$ cat config.mk
export PLATFORM = sky130hd
export DESIGN_NAME = tpce_ctrl
export DESIGN_NICKNAME = d
export VERILOG_FILES = /design/src/rtl/tpce_pkg.sv /design/src/rtl/tpce_ctrl.sv
export SDC_FILE = /design/constraint.sdc
export NUM_CORES = 1
export LEC_CHECK = 0
export BUFFER_PORTS_ARGS = -buffer_cell sky130_fd_sc_hd__clkbuf_2
export CAP_MARGIN = 5
export CORE_AREA = 2 2 39 41
export CTS_BUF_LIST = sky130_fd_sc_hd__clkbuf_8
export CTS_CLUSTER_DIAMETER = 150
export DETAILED_ROUTE_END_ITERATION = 16
export DIE_AREA = 0 0 41 43
export GPL_ROUTABILITY_DRIVEN = 0
export HOLD_SLACK_MARGIN = 0.06
export SYNTH_ARGS = -nofsm -noshare
export SYNTH_HDL_FRONTEND = slang
export SYNTH_SLANG_ARGS = --single-unit
$ cat constraint.sdc
create_clock -name clk -period 1.3 [get_ports clk]
set_input_delay 0.26 -clock clk [delete_from_list [all_inputs] [get_ports clk]]
set_output_delay 0.26 -clock clk [all_outputs]
set_load 0.03 [all_outputs]
$ cat src/rtl/tpce_pkg.sv
// ----------------------------------------------------------------------------
// tpce_pkg: shared types and constants of the trie prefix count engine
// Pool geometry, item and result layouts, mode and status codes, and the
// command and status groups between controller and datapath.
// ----------------------------------------------------------------------------
package tpce_pkg;

	localparam int NODE_POOL  = 4096;
	localparam int ALPHABET   = 26;
	localparam int COUNT_BITS = 16;

	localparam int NODE_W  = $clog2(NODE_POOL);
	localparam int FREE_W  = NODE_W + 1;
	localparam int SLOTS   = NODE_POOL * ALPHABET;
	localparam int SLOT_W  = $clog2(SLOTS);
	localparam int SCORE_W = 32;

	localparam logic [1:0] MODE_INSERT = 2'd0;
	localparam logic [1:0] MODE_QUERY  = 2'd1;
	localparam logic [1:0] MODE_CLEAR  = 2'd2;

	localparam logic [1:0] ST_OK           = 2'd0;
	localparam logic [1:0] ST_POOL_FULL    = 2'd1;
	localparam logic [1:0] ST_PATH_MISSING = 2'd2;

	typedef logic [NODE_W-1:0]     node_t;
	typedef logic [COUNT_BITS-1:0] count_t;
	typedef logic [ALPHABET-1:0]   row_t;

	typedef struct packed {
		logic [1:0] mode;
		logic [4:0] letter;
		logic       word_end;
	} item_t;

	typedef struct packed {
		logic [SCORE_W-1:0] score;
		logic [1:0]         status;
	} result_t;

	typedef struct packed {
		logic accept;
		logic look;
		logic count;
		logic skip;
		logic clear;
	} cmd_t;

	typedef struct packed {
		logic hit;
		logic skip_item;
		logic clr_last;
	} sts_t;

endpackage

$ cat src/rtl/tpce_ctrl.sv
// ----------------------------------------------------------------------------
// tpce_ctrl: sequencing of the trie prefix count engine
// Steps each letter through lookup and count phases and runs the valid-row
// clearing sweep after reset and after a clear item.
// ----------------------------------------------------------------------------
module tpce_ctrl (
	input  logic                clk,
	input  logic                arst_n,
	input  logic                start,
	input  logic [1:0]          mode,
	input  tpce_pkg::sts_t      sts,
	output tpce_pkg::cmd_t      cmd,
	output logic                busy
);

	typedef enum logic [2:0] {
		S_CLEAR,
		S_IDLE,
		S_LOOK,
		S_COUNT,
		S_SKIP
	} state_t;

	state_t state_q, state_d;

	always_comb begin
		state_d = state_q;
		unique case (state_q)
			S_CLEAR: begin
				if (sts.clr_last)
					state_d = S_IDLE;
			end
			S_IDLE: begin
				if (start) begin
					if (mode == tpce_pkg::MODE_CLEAR)
						state_d = S_CLEAR;
					else if (mode == tpce_pkg::MODE_INSERT || mode == tpce_pkg::MODE_QUERY)
						state_d = sts.skip_item ? S_SKIP : S_LOOK;
				end
			end
			S_LOOK: begin
				state_d = sts.hit ? S_COUNT : S_IDLE;
			end
			S_COUNT: state_d = S_IDLE;
			S_SKIP:  state_d = S_IDLE;
			default: state_d = S_IDLE;
		endcase
	end

	always_comb begin
		cmd.accept = (state_q == S_IDLE) && start;
		cmd.look   = (state_q == S_LOOK);
		cmd.count  = (state_q == S_COUNT);
		cmd.skip   = (state_q == S_SKIP);
		cmd.clear  = (state_q == S_CLEAR);
	end

	always_ff @(posedge clk or negedge arst_n) begin
		if (!arst_n) begin
			state_q <= S_CLEAR;
			busy    <= 1'b1;
		end else begin
			state_q <= state_d;
			busy    <= (state_d != S_IDLE);
		end
	end

	a_count_after_look: assert property (@(posedge clk) disable iff (!arst_n)
		state_q == S_COUNT |-> $past(state_q) == S_LOOK)
		else $error("count phase entered without a lookup");

	a_letter_busy: assert property (@(posedge clk) disable iff (!arst_n)
		start && !busy && (mode == tpce_pkg::MODE_INSERT || mode == tpce_pkg::MODE_QUERY)
		|=> busy)
		else $error("letter transfer did not hold the engine busy");

	a_clear_sweep: assert property (@(posedge clk) disable iff (!arst_n)
		start && !busy && mode == tpce_pkg::MODE_CLEAR |=> state_q == S_CLEAR)
		else $error("clear item did not start the sweep");

endmodule

==> results of run 1 <==
==> metal layers <==
metal / vias up / global-route usage (%) / wire, µm
met5: - / 0 / 0
met4: 0 / 4.00 / 0
met3: 0 / 6.28 / 65
met2: 12 / 6.88 / 232
met1: 105 / 11.1 / 235
li1: 118 / - / -
==> layout by cell type (no fill, tap or decap) <==
cell type      n
a21oi_1        1
a22o_1         1
a32o_1         1
and3b_1        1
and3b_2        1
and4bb_4       1
buf_4          5
buf_8          2
clkbuf_2       8
clkbuf_8       5
dfrtp_2        3
dfstp_2        1
dlygate4sd3_1  1
inv_1          1
nand2_1        1
nand2b_1       1
nor2_1         2
nor3_2         1
nor3b_2        2
nor4_1         1
or2b_1         1
==> power breakdown <==
part           switching [µW]  internal [µW]
clock network            62.1            201
registers                22.3            149
logic                    89.0           94.5
total                     173            445
==> stage by stage <==
stage | setup TNS, ns | setup slack (ns) | util, % | hold slack (ns) | power, µW
floorplan | 0 | 0.0934 | - | -0.0356 | 261
global placement | 0 | 0.0474 | 23.1 | 0.0692 | 311
detailed placement | 0 | 0.0414 | 23.1 | 0.0704 | 313
CTS | -0.230 | -0.117 | 31.6 | 0.283 | 624
global route | -0.307 | -0.130 | 31.8 | 0.286 | 653
finish | -0.153 | -0.0918 | 31.8 | 0.285 | 618
==> repair_timing <==
action                                  in CTS  in global routing
hold buffers                                 1                  0
pin swaps                                    3                  4
buffers inserted                             3                  0
endpoints found under the setup margin       5                  5
hold endpoints to repair                     4                  0
resized for setup                           12                  3
==> critical path, cell delays in order, from the launching register on <==
cell and delay (ns):
dfrtp_2 0.43, and4bb_4 0.36, buf_8 0.12
==> area by class of cell <==
type	instances	area, µm²
repair buffers	18	145
clock buffers	3	41.3
multi-input cells	15	125
flip-flops and latches	4	105
fillers	144	943
well taps	16	20.0
clock inverters	1	3.75
==> Yosys cell counts, drive strengths merged <==
library cell / count
nor3: 1
a21oi: 1
dfstp: 1
a32o: 1
a22o: 1
and4bb: 1
dfrtp: 3
nand2b: 1
and3b: 2
nand2: 1
or2b: 1
nor4: 1
nor2: 2
nor3b: 2
==> kinds of logic (layout without fill, tap and decap cells) <==
family / after synthesis / in the layout / synth area share, %
buf+inv: 0 / 22 / 0
compound gates: 3 / 3 / 11.0
flops: 4 / 4 / 46.8
simple gates: 12 / 12 / 42.2
==> final timing paths <==
path,endpoint,cells after the start,slack (ns)
worst max-delay path,cmd[4],2,-0.09
worst min-delay path,state_q[1]$_DFF_PN0_,2,0.29
worst max register to register,state_q[2]$_DFF_PN0_,3,0.18
worst min register to register,state_q[0]$_DFF_PN0_,3,0.72
max in group asynchronous,busy$_DFF_PN1_,2,0.71
min in group asynchronous,state_q[2]$_DFF_PN0_,2,0.39
==> sequential cells by signal, summed over array words and instances, names as in the netlist <==
name and cells:
busy 1, state_q 3
==> metrics.yaml, run 1 <==
outcome:
  outcome: "finished, violations left"
  violations: "negative setup slack"
sta:
  worst-slew-pin-transition_ns: 0.233
  finalMaxSlewViolations: 0
  max_freq_ghz: 0.718
  setup_ws_ns: -0.0918
  finClkSkew_ns: 0.00213
  rsz0062_at_grt: "true"
  fin_crit_sh_pct: 107
  slew_headroom_pct: 84.3
  hold_viol: 0
  finalSetupViolCount: 3
  timing.final.crit_period_ns: 1.39
critical_path:
  path_class: "reg -> out"
  crit_path_start_kind: "flop"
  cp_data_arrival_time_ns: 1.13
  cp_max_fo: 7
  crit_required_ns: 1.04
  critPathLaunch: "state_q[1]$_DFF_PN0_"
  r2r_start: "state_q[1]$_DFF_PN0_"
  end_kind: "output pin"
yosys:
  synth_top_cell_area_share_pct: 34.7
  syn_avg_cell_area_um2: 11.4
  synth_area_leaders: "dfrtp_1 (35%), dfstp_2 (12%), and4bb_4 (7.5%), nor3b_2 (5.8%), a32o_1 (4.6%)"
  synth_warnings: 0
  post-synth-top-area-cell: "dfrtp_1"
  yosysUniqueCellTypes: 16
  syn_area_um2: 216
  yosysSeqAreaShare_pct: 46.8
  synth-seq-cells: 4
  syn_nets: 27
  netlist_instances: 19
clocking:
  clock-sinks: 4
  clock-root-buffer: "clkbuf_8"
  clk_path_buf_depth: 2
  cts_buffers: 3
  clk_pin_slew_ns: 0.03
  cts_max_level: 1
  cts_tree: "done"
  clkLatencyLatePin_ns: 0.22
finish:
  stdcell_area_um2: 440
  instances_no_fill: 57
  final_nets: 50
  num_antenna_cells: 0
  final_layout_size_suffix_gt1_share_pct: 70.7
  area_delta_synth_final_pct: 103
power:
  vdd_drop_max_v: 0.000592
  leakage_uw: 0.000208
  powerDensity_nw_per_um2: 1400
floorplanning:
  start_util_pct: 15.6
  fp.dieArea_um2: 1760
  io-pin-count: 14
  row_count: 14
  die_x_um: 41
  fp.coreArea_um2: 1380
  die_h_um: 43
run:
  cap_violations: 0
drt:
  drc_errors: 0
  wl_per_cell_um: 9.35
  vias: 235
  ant_nets: 0
  viasPerCell: 4.12
  drtIter0Drc: 3
  wl_um: 533
  first_pass_iters: 2
grt:
  grt_max_degree: 8
  grt_pass1_wl_um: 814
  grt_usage_pct: 7.47
  antenna_found_initial: 0
  gr-total-overflow: 0
  grt_pass1_vias: 199
min_path:
  hp-class: "in -> reg"
  min_from: "sts[2]"
placed_design:
  placed_area_um2: 319
  portBuffers: 13
  dp.cells: 49
(Power assumes the default switching activity.)
==> run 2: changes to the inputs <==
--- a/config.mk
+++ b/config.mk
@@ -8,8 +8,9 @@
 export BUFFER_PORTS_ARGS = -buffer_cell sky130_fd_sc_hd__clkbuf_2
 export CAP_MARGIN = 5
 export CORE_AREA = 2 2 39 41
-export CTS_BUF_LIST = sky130_fd_sc_hd__clkbuf_8
+export CTS_BUF_LIST = sky130_fd_sc_hd__clkbuf_16
 export CTS_CLUSTER_DIAMETER = 150
+export CTS_CLUSTER_SIZE = 40
 export DETAILED_ROUTE_END_ITERATION = 16
 export DIE_AREA = 0 0 41 43
 export GPL_ROUTABILITY_DRIVEN = 0
==> constraint.sdc (replaced) <==
create_clock -name clk -period 1.3 [get_ports clk]
set_input_delay 0.26 -clock clk [delete_from_list [all_inputs] [get_ports clk]]
set_output_delay 0.26 -clock clk [all_outputs]
set_load 0.1 [all_outputs]
==> run 2 against run 1 <==
- clock-buffer cell count is the same
- sequential share of layout area shrank 4.9 points
- the flow still finishes with violations (negative setup slack)
- global-route usage grew 1.9 points
- critical path depth is the same
==> metrics.yaml, run 2 (synthesized netlist as in run 1, its figures left out) <==
drt:
  ant_nets: 0
  wl_um: 584
  first_pass_iters: 3
  wl_per_cell_um: 10.2
  vias: 240
  viasPerCell: 4.21
  drtIter0Drc: 3
  drc_errors: 0
finish:
  area_delta_synth_final_pct: 157
  final_nets: 50
  final_layout_size_suffix_gt1_share_pct: 70.7
  multi_input_area_um2: 144
  final_util_pct: 40.1
  seq_area_um2: 105
  num_antenna_cells: 0
  nFillCells: 127
  regMostFlops: "state_q"
  largest_reg_flops: 3
  reg_top3: "state_q (3), busy (1)"
  final_cell_mix: "clkbuf_2 (7), buf_12 (7), clkbuf_16 (3), buf_4 (3), dfrtp_2 (3)"
critical_path:
  crit_required_ns: 1.04
  crit_path_start_kind: "flop"
  cp_max_fo: 7
  crit_chain: "and4bb_4, buf_12"
  worst-path-buf-inv: 1
  cp_num_cells: 2
  reg2reg_depth: 4
  r2r_slack_ns: 0.13
  crit_family: "flip-flops"
  cpPeakStageDelay_ns: 0.45
  r2r_end: "state_q[1]$_DFF_PN0_"
  critPathLaunch: "state_q[2]$_DFF_PN0_"
  endpoint: "cmd[4]"
  cp_data_arrival_time_ns: 1.22
  end_kind: "output pin"
  cp_slowest_cell: "dfrtp_2"
  path_class: "reg -> out"
  r2r_start: "state_q[1]$_DFF_PN0_"
sta:
  finalMaxSlewViolations: 0
  setup_ws_ns: -0.176
  finalSetupViolCount: 5
  slew_headroom_pct: 81.6
  finClkSkew_ns: 0.00434
  fin_crit_sh_pct: 114
  worst-slew-pin-transition_ns: 0.274
  rsz0062_at_grt: "true"
  timing.final.crit_period_ns: 1.48
  hold_viol: 0
  max_freq_ghz: 0.678
outcome:
  violations: "negative setup slack"
  outcome: "finished, violations left"
floorplanning:
  fp.dieArea_um2: 1760
  fp.coreArea_um2: 1380
  row_count: 14
  die_x_um: 41
  io-pin-count: 14
  die_h_um: 43
  start_util_pct: 15.6
clocking:
  clk_pin_slew_ns: 0.03
  clock-root-buffer: "clkbuf_16"
  cts_buffers: 3
  cts_tree: "done"
  clock-sinks: 4
  cts_max_level: 1
  clkLatencyLatePin_ns: 0.23
  clk_path_buf_depth: 2
run:
  cap_violations: 0
power:
  vdd_drop_max_v: 0.000780
  leakage_uw: 0.000243
  switching_share_pct: 33.0
  pwr-share-comb_pct: 35.5
  switching_power_uw: 342
  p_seq_share_pct: 17.8
  p_total_uw: 1040
  p_int_uw: 696
  pwr-share-clk_pct: 46.7
  powerDensity_nw_per_um2: 1870
placed_design:
  portBuffers: 13
grt:
  grt_pass1_vias: 239
  gr-total-overflow: 0
  grt_usage_pct: 9.38
  antenna_found_initial: 0
  grt_pass1_wl_um: 972
  grt_max_degree: 8
min_path:
  holdPathStages: 2
  hp-class: "in -> reg"
[run 2: changes by cell type in the layout (fill, tap and decap cells not counted), sizes merged]
cell	before	now
clkbuf	13	10
buf	7	10
[run 2: worst min-delay path by stage]
stage                                 endpoint  slack, ns    from
final                     state_q[1]$_DFF_PN0_       0.29  sts[2]
after global routing      state_q[1]$_DFF_PN0_       0.30  sts[2]
after CTS                 state_q[1]$_DFF_PN0_       0.29  sts[2]
after detailed placement  state_q[2]$_DFF_PN0_       0.08  arst_n
after global placement    state_q[2]$_DFF_PN0_       0.07  arst_n
after floorplan           state_q[0]$_DFF_PN0_      -0.04  arst_n
[run 2: layer usage]
metal,vias to the layer above,global-route usage [%],routed length [µm]
met1,105,9.80,249
met4,0,12.0,34
li1,115,-,-
met3,4,5.76,77
met2,16,10.6,223
met5,-,0,0
[run 2: power groups by stage]
stage	sequential, µW	combinational, µW	clock (µW)
floorplan	233	169	0
global placement	185	355	0
detailed placement	187	355	0
CTS	186	367	492
global route	189	385	511
finish	185	369	485
[run 2: timing repair]
action	CTS	global route
pin swaps	2	4
setup buffers	2	1
hold endpoints to repair	4	0
endpoints found under the setup margin	5	5
hold buffers	1	0
resized for setup	1	0
cloned	0	0
[run 2: cell type report]
class	count	share of cell area (%)
clock inverters	1	0.676
flip-flops and latches	4	18.9
multi-input cells	15	25.9
well taps	16	3.60
repair buffers	18	37.4
clock buffers	3	13.5
[run 2: per-stage QoR]
step | setup TNS, ns | instances | hold WS (ns) | area, µm² | worst slack, ns
after global routing | -0.859 | 57 | 0.300 | 556 | -0.205
after detailed placement | 0 | 49 | 0.0752 | 443 | 0.00529
after CTS | -0.804 | 56 | 0.286 | 548 | -0.212
final | -0.688 | 57 | 0.287 | 556 | -0.176
after floorplan | -1.27 | 19 | -0.0356 | 248 | -0.382
after global placement | 0 | 49 | 0.0742 | 443 | 0.0208
==> run 3: changes to the inputs <==
--- a/config.mk
+++ b/config.mk
@@ -5,14 +5,14 @@
 export SDC_FILE = /design/constraint.sdc
 export NUM_CORES = 1
 export LEC_CHECK = 0
-export BUFFER_PORTS_ARGS = -buffer_cell sky130_fd_sc_hd__clkbuf_2
 export CAP_MARGIN = 5
 export CORE_AREA = 2 2 39 41
 export CTS_BUF_LIST = sky130_fd_sc_hd__clkbuf_16
-export CTS_CLUSTER_DIAMETER = 150
+export CTS_CLUSTER_DIAMETER = 40
 export CTS_CLUSTER_SIZE = 40
 export DETAILED_ROUTE_END_ITERATION = 16
 export DIE_AREA = 0 0 41 43
+export DONT_BUFFER_PORTS = 1
 export GPL_ROUTABILITY_DRIVEN = 0
 export HOLD_SLACK_MARGIN = 0.06
 export SYNTH_ARGS = -nofsm -noshare
==> run 3 against run 2 <==
- the flow still finishes with violations (negative setup slack)
- largest cell class unchanged
- sequential share of layout area rose by 1.9 points
- clock-buffer cell count did not move
- critical endpoint unchanged
- first-iteration DRC count did not move
==> metrics.yaml, run 3 (synthesized netlist as in run 1, its figures left out) <==
outcome:
  outcome: "finished, violations left"
  violations: "negative setup slack"
grt:
  grt_pass1_wl_mm: 1.10
  grt_pass1_vias: 249
  grt_usage_pct: 10.4
  antenna_found_initial: 0
  gr-total-overflow: 0
  grt_max_degree: 8
run:
  cap_violations: 0
floorplanning:
  row_count: 14
  fp.dieArea_um2: 1760
  io-pin-count: 14
  fp.coreArea_um2: 1380
  die_x_um: 41
  start_util_pct: 15.6
  die_h_um: 43
critical_path:
  cp_max_fo: 7
  r2r_start: "state_q[2]$_DFF_PN0_"
  reg2reg_depth: 3
  cp_data_arrival_time_ns: 1.21
  path_class: "reg -> out"
  crit_path_start_kind: "flop"
  end_kind: "output pin"
  r2r_slack_ns: 0.08
  crit_required_ns: 1.04
  r2r_end: "state_q[2]$_DFF_PN0_"
power:
  pwr-share-clk_pct: 47.7
  switching_share_pct: 33.3
  p_total_uw: 1020
  leakage_uw: 0.000203
  p_int_uw: 682
  p_seq_share_pct: 18.1
  switching_power_uw: 341
  pwr-share-comb_pct: 34.2
  vdd_drop_max_v: 0.000923
  powerDensity_nw_per_um2: 2020
sta:
  fin_crit_sh_pct: 113
  finClkSkew_ns: 0.000860
  rsz0062_at_grt: "true"
  hold_viol: 0
  whs_ns: 0.182
  worst-slew-pin-transition_ns: 0.274
  finalSetupViolCount: 5
  max_freq_ghz: 0.681
  finalMaxSlewViolations: 0
  setup_ws_ns: -0.168
  timing.final.crit_period_ns: 1.47
  slew_headroom_pct: 81.6
finish:
  area_delta_synth_final_pct: 134
  final_util_pct: 36.5
  regMostFlops: "state_q"
  largest_reg_flops: 3
  nFillCells: 138
  multi_input_area_um2: 144
  final_cell_mix: "buf_12 (7), clkbuf_16 (3), dfrtp_2 (3), nor3b_4 (2), nor2_1 (2)"
  layout_commonest_cell: "buf_12"
  num_antenna_cells: 0
  final_layout_size_suffix_gt1_share_pct: 62.5
  instances_no_fill: 48
  reg_top3: "state_q (3), busy (1)"
  final_nets: 41
  seq_area_um2: 105
drt:
  first_pass_iters: 4
  drtIter0Drc: 3
  wl_met1_um: 223
  viasPerCell: 4.54
  wl_um: 625
  met3_wirelength_um: 115
  vias: 218
  wl_per_cell_um: 13.0
  ant_nets: 0
  wl_met2_um: 248
  drc_errors: 0
  top_layer: "met4"
min_path:
  hp-class: "in -> reg"
  holdPathStages: 1
  min_to: "state_q[1]$_DFF_PN0_"
  min_from: "sts[2]"
placed_design:
  dp.cells: 42
  portBuffers: 0
  hpwl_um: 507
clocking:
  clock-root-buffer: "clkbuf_16"
  cts_max_level: 1
  clk_path_buf_depth: 2
  clkLatencyLatePin_ns: 0.23
  clk_pin_slew_ns: 0.03
  cts_buffers: 3
  cts_tree: "done"
  clock-sinks: 4
## run 3: changes by cell type in the layout (fill, tap and decap cells not counted)
cell	before	now
buf_4	3	1
clkbuf_2	7	0
## run 3: how the worst max path moves through the flow
stage | slack, ns | endpoint | from | depth (start not counted)
after detailed placement | 0.03 | cmd[4] | state_q[2]$_DFF_PN0_ | 2
after global placement | 0.06 | cmd[4] | state_q[2]$_DFF_PN0_ | 2
after global routing | -0.20 | cmd[4] | state_q[2]$_DFF_PN0_ | 2
after floorplan | -0.38 | state_q[1]$_DFF_PN0_ | state_q[0]$_DFF_PN0_ | 2
after CTS | -0.17 | cmd[4] | state_q[2]$_DFF_PN0_ | 2
final | -0.17 | cmd[4] | state_q[2]$_DFF_PN0_ | 2
## run 3: cell type report
type	count	area share [%]
clock buffers	3	14.9
clock inverters	1	0.743
multi-input cells	15	28.5
flip-flops and latches	4	20.8
well taps	16	3.96
repair buffers	9	31.2
## run 3: metrics by stage
| step | worst slack [ns] | cell area [µm²] | setup TNS (ns) |
|---|---|---|---|
| 2_1_floorplan | -0.382 | 248 | -1.27 |
| 3_3_place_gp | 0.0633 | 408 | 0 |
| 3_5_place_dp | 0.0329 | 408 | 0 |
| 4_1_cts | -0.175 | 498 | -0.762 |
| 5_1_grt | -0.203 | 505 | -0.919 |
| 6_report | -0.168 | 505 | -0.732 |
## run 3: power by group through the flow
stage | combinational [µW] | sequential (µW) | clock (µW)
2_1_floorplan | 169 | 233 | 0
4_1_cts | 349 | 185 | 497
5_1_grt | 364 | 189 | 512
3_5_place_dp | 344 | 186 | 0
6_report | 350 | 185 | 488
3_3_place_gp | 338 | 183 | 0
## run 3: worst max-delay path, stage by stage, from the launching register on
cell and delay, ns:
dfrtp_2 0.46, and4bb_4 0.34, buf_12 0.18
## run 3: timing repair
action | in CTS | in global routing
hold buffers | 1 | 0
resized for setup | 1 | 0
hold endpoints to repair | 4 | 0
setup endpoints to repair | 5 | 5
pin swaps | 1 | 0
setup buffers | 0 | 1
## run 3: routing by layer
layer  global-route usage, %  up-vias
li1                        -      100
met1                    10.4       97
met2                    12.5       17
met3                    6.81        4
met4                    12.0        0
met5                       0        -
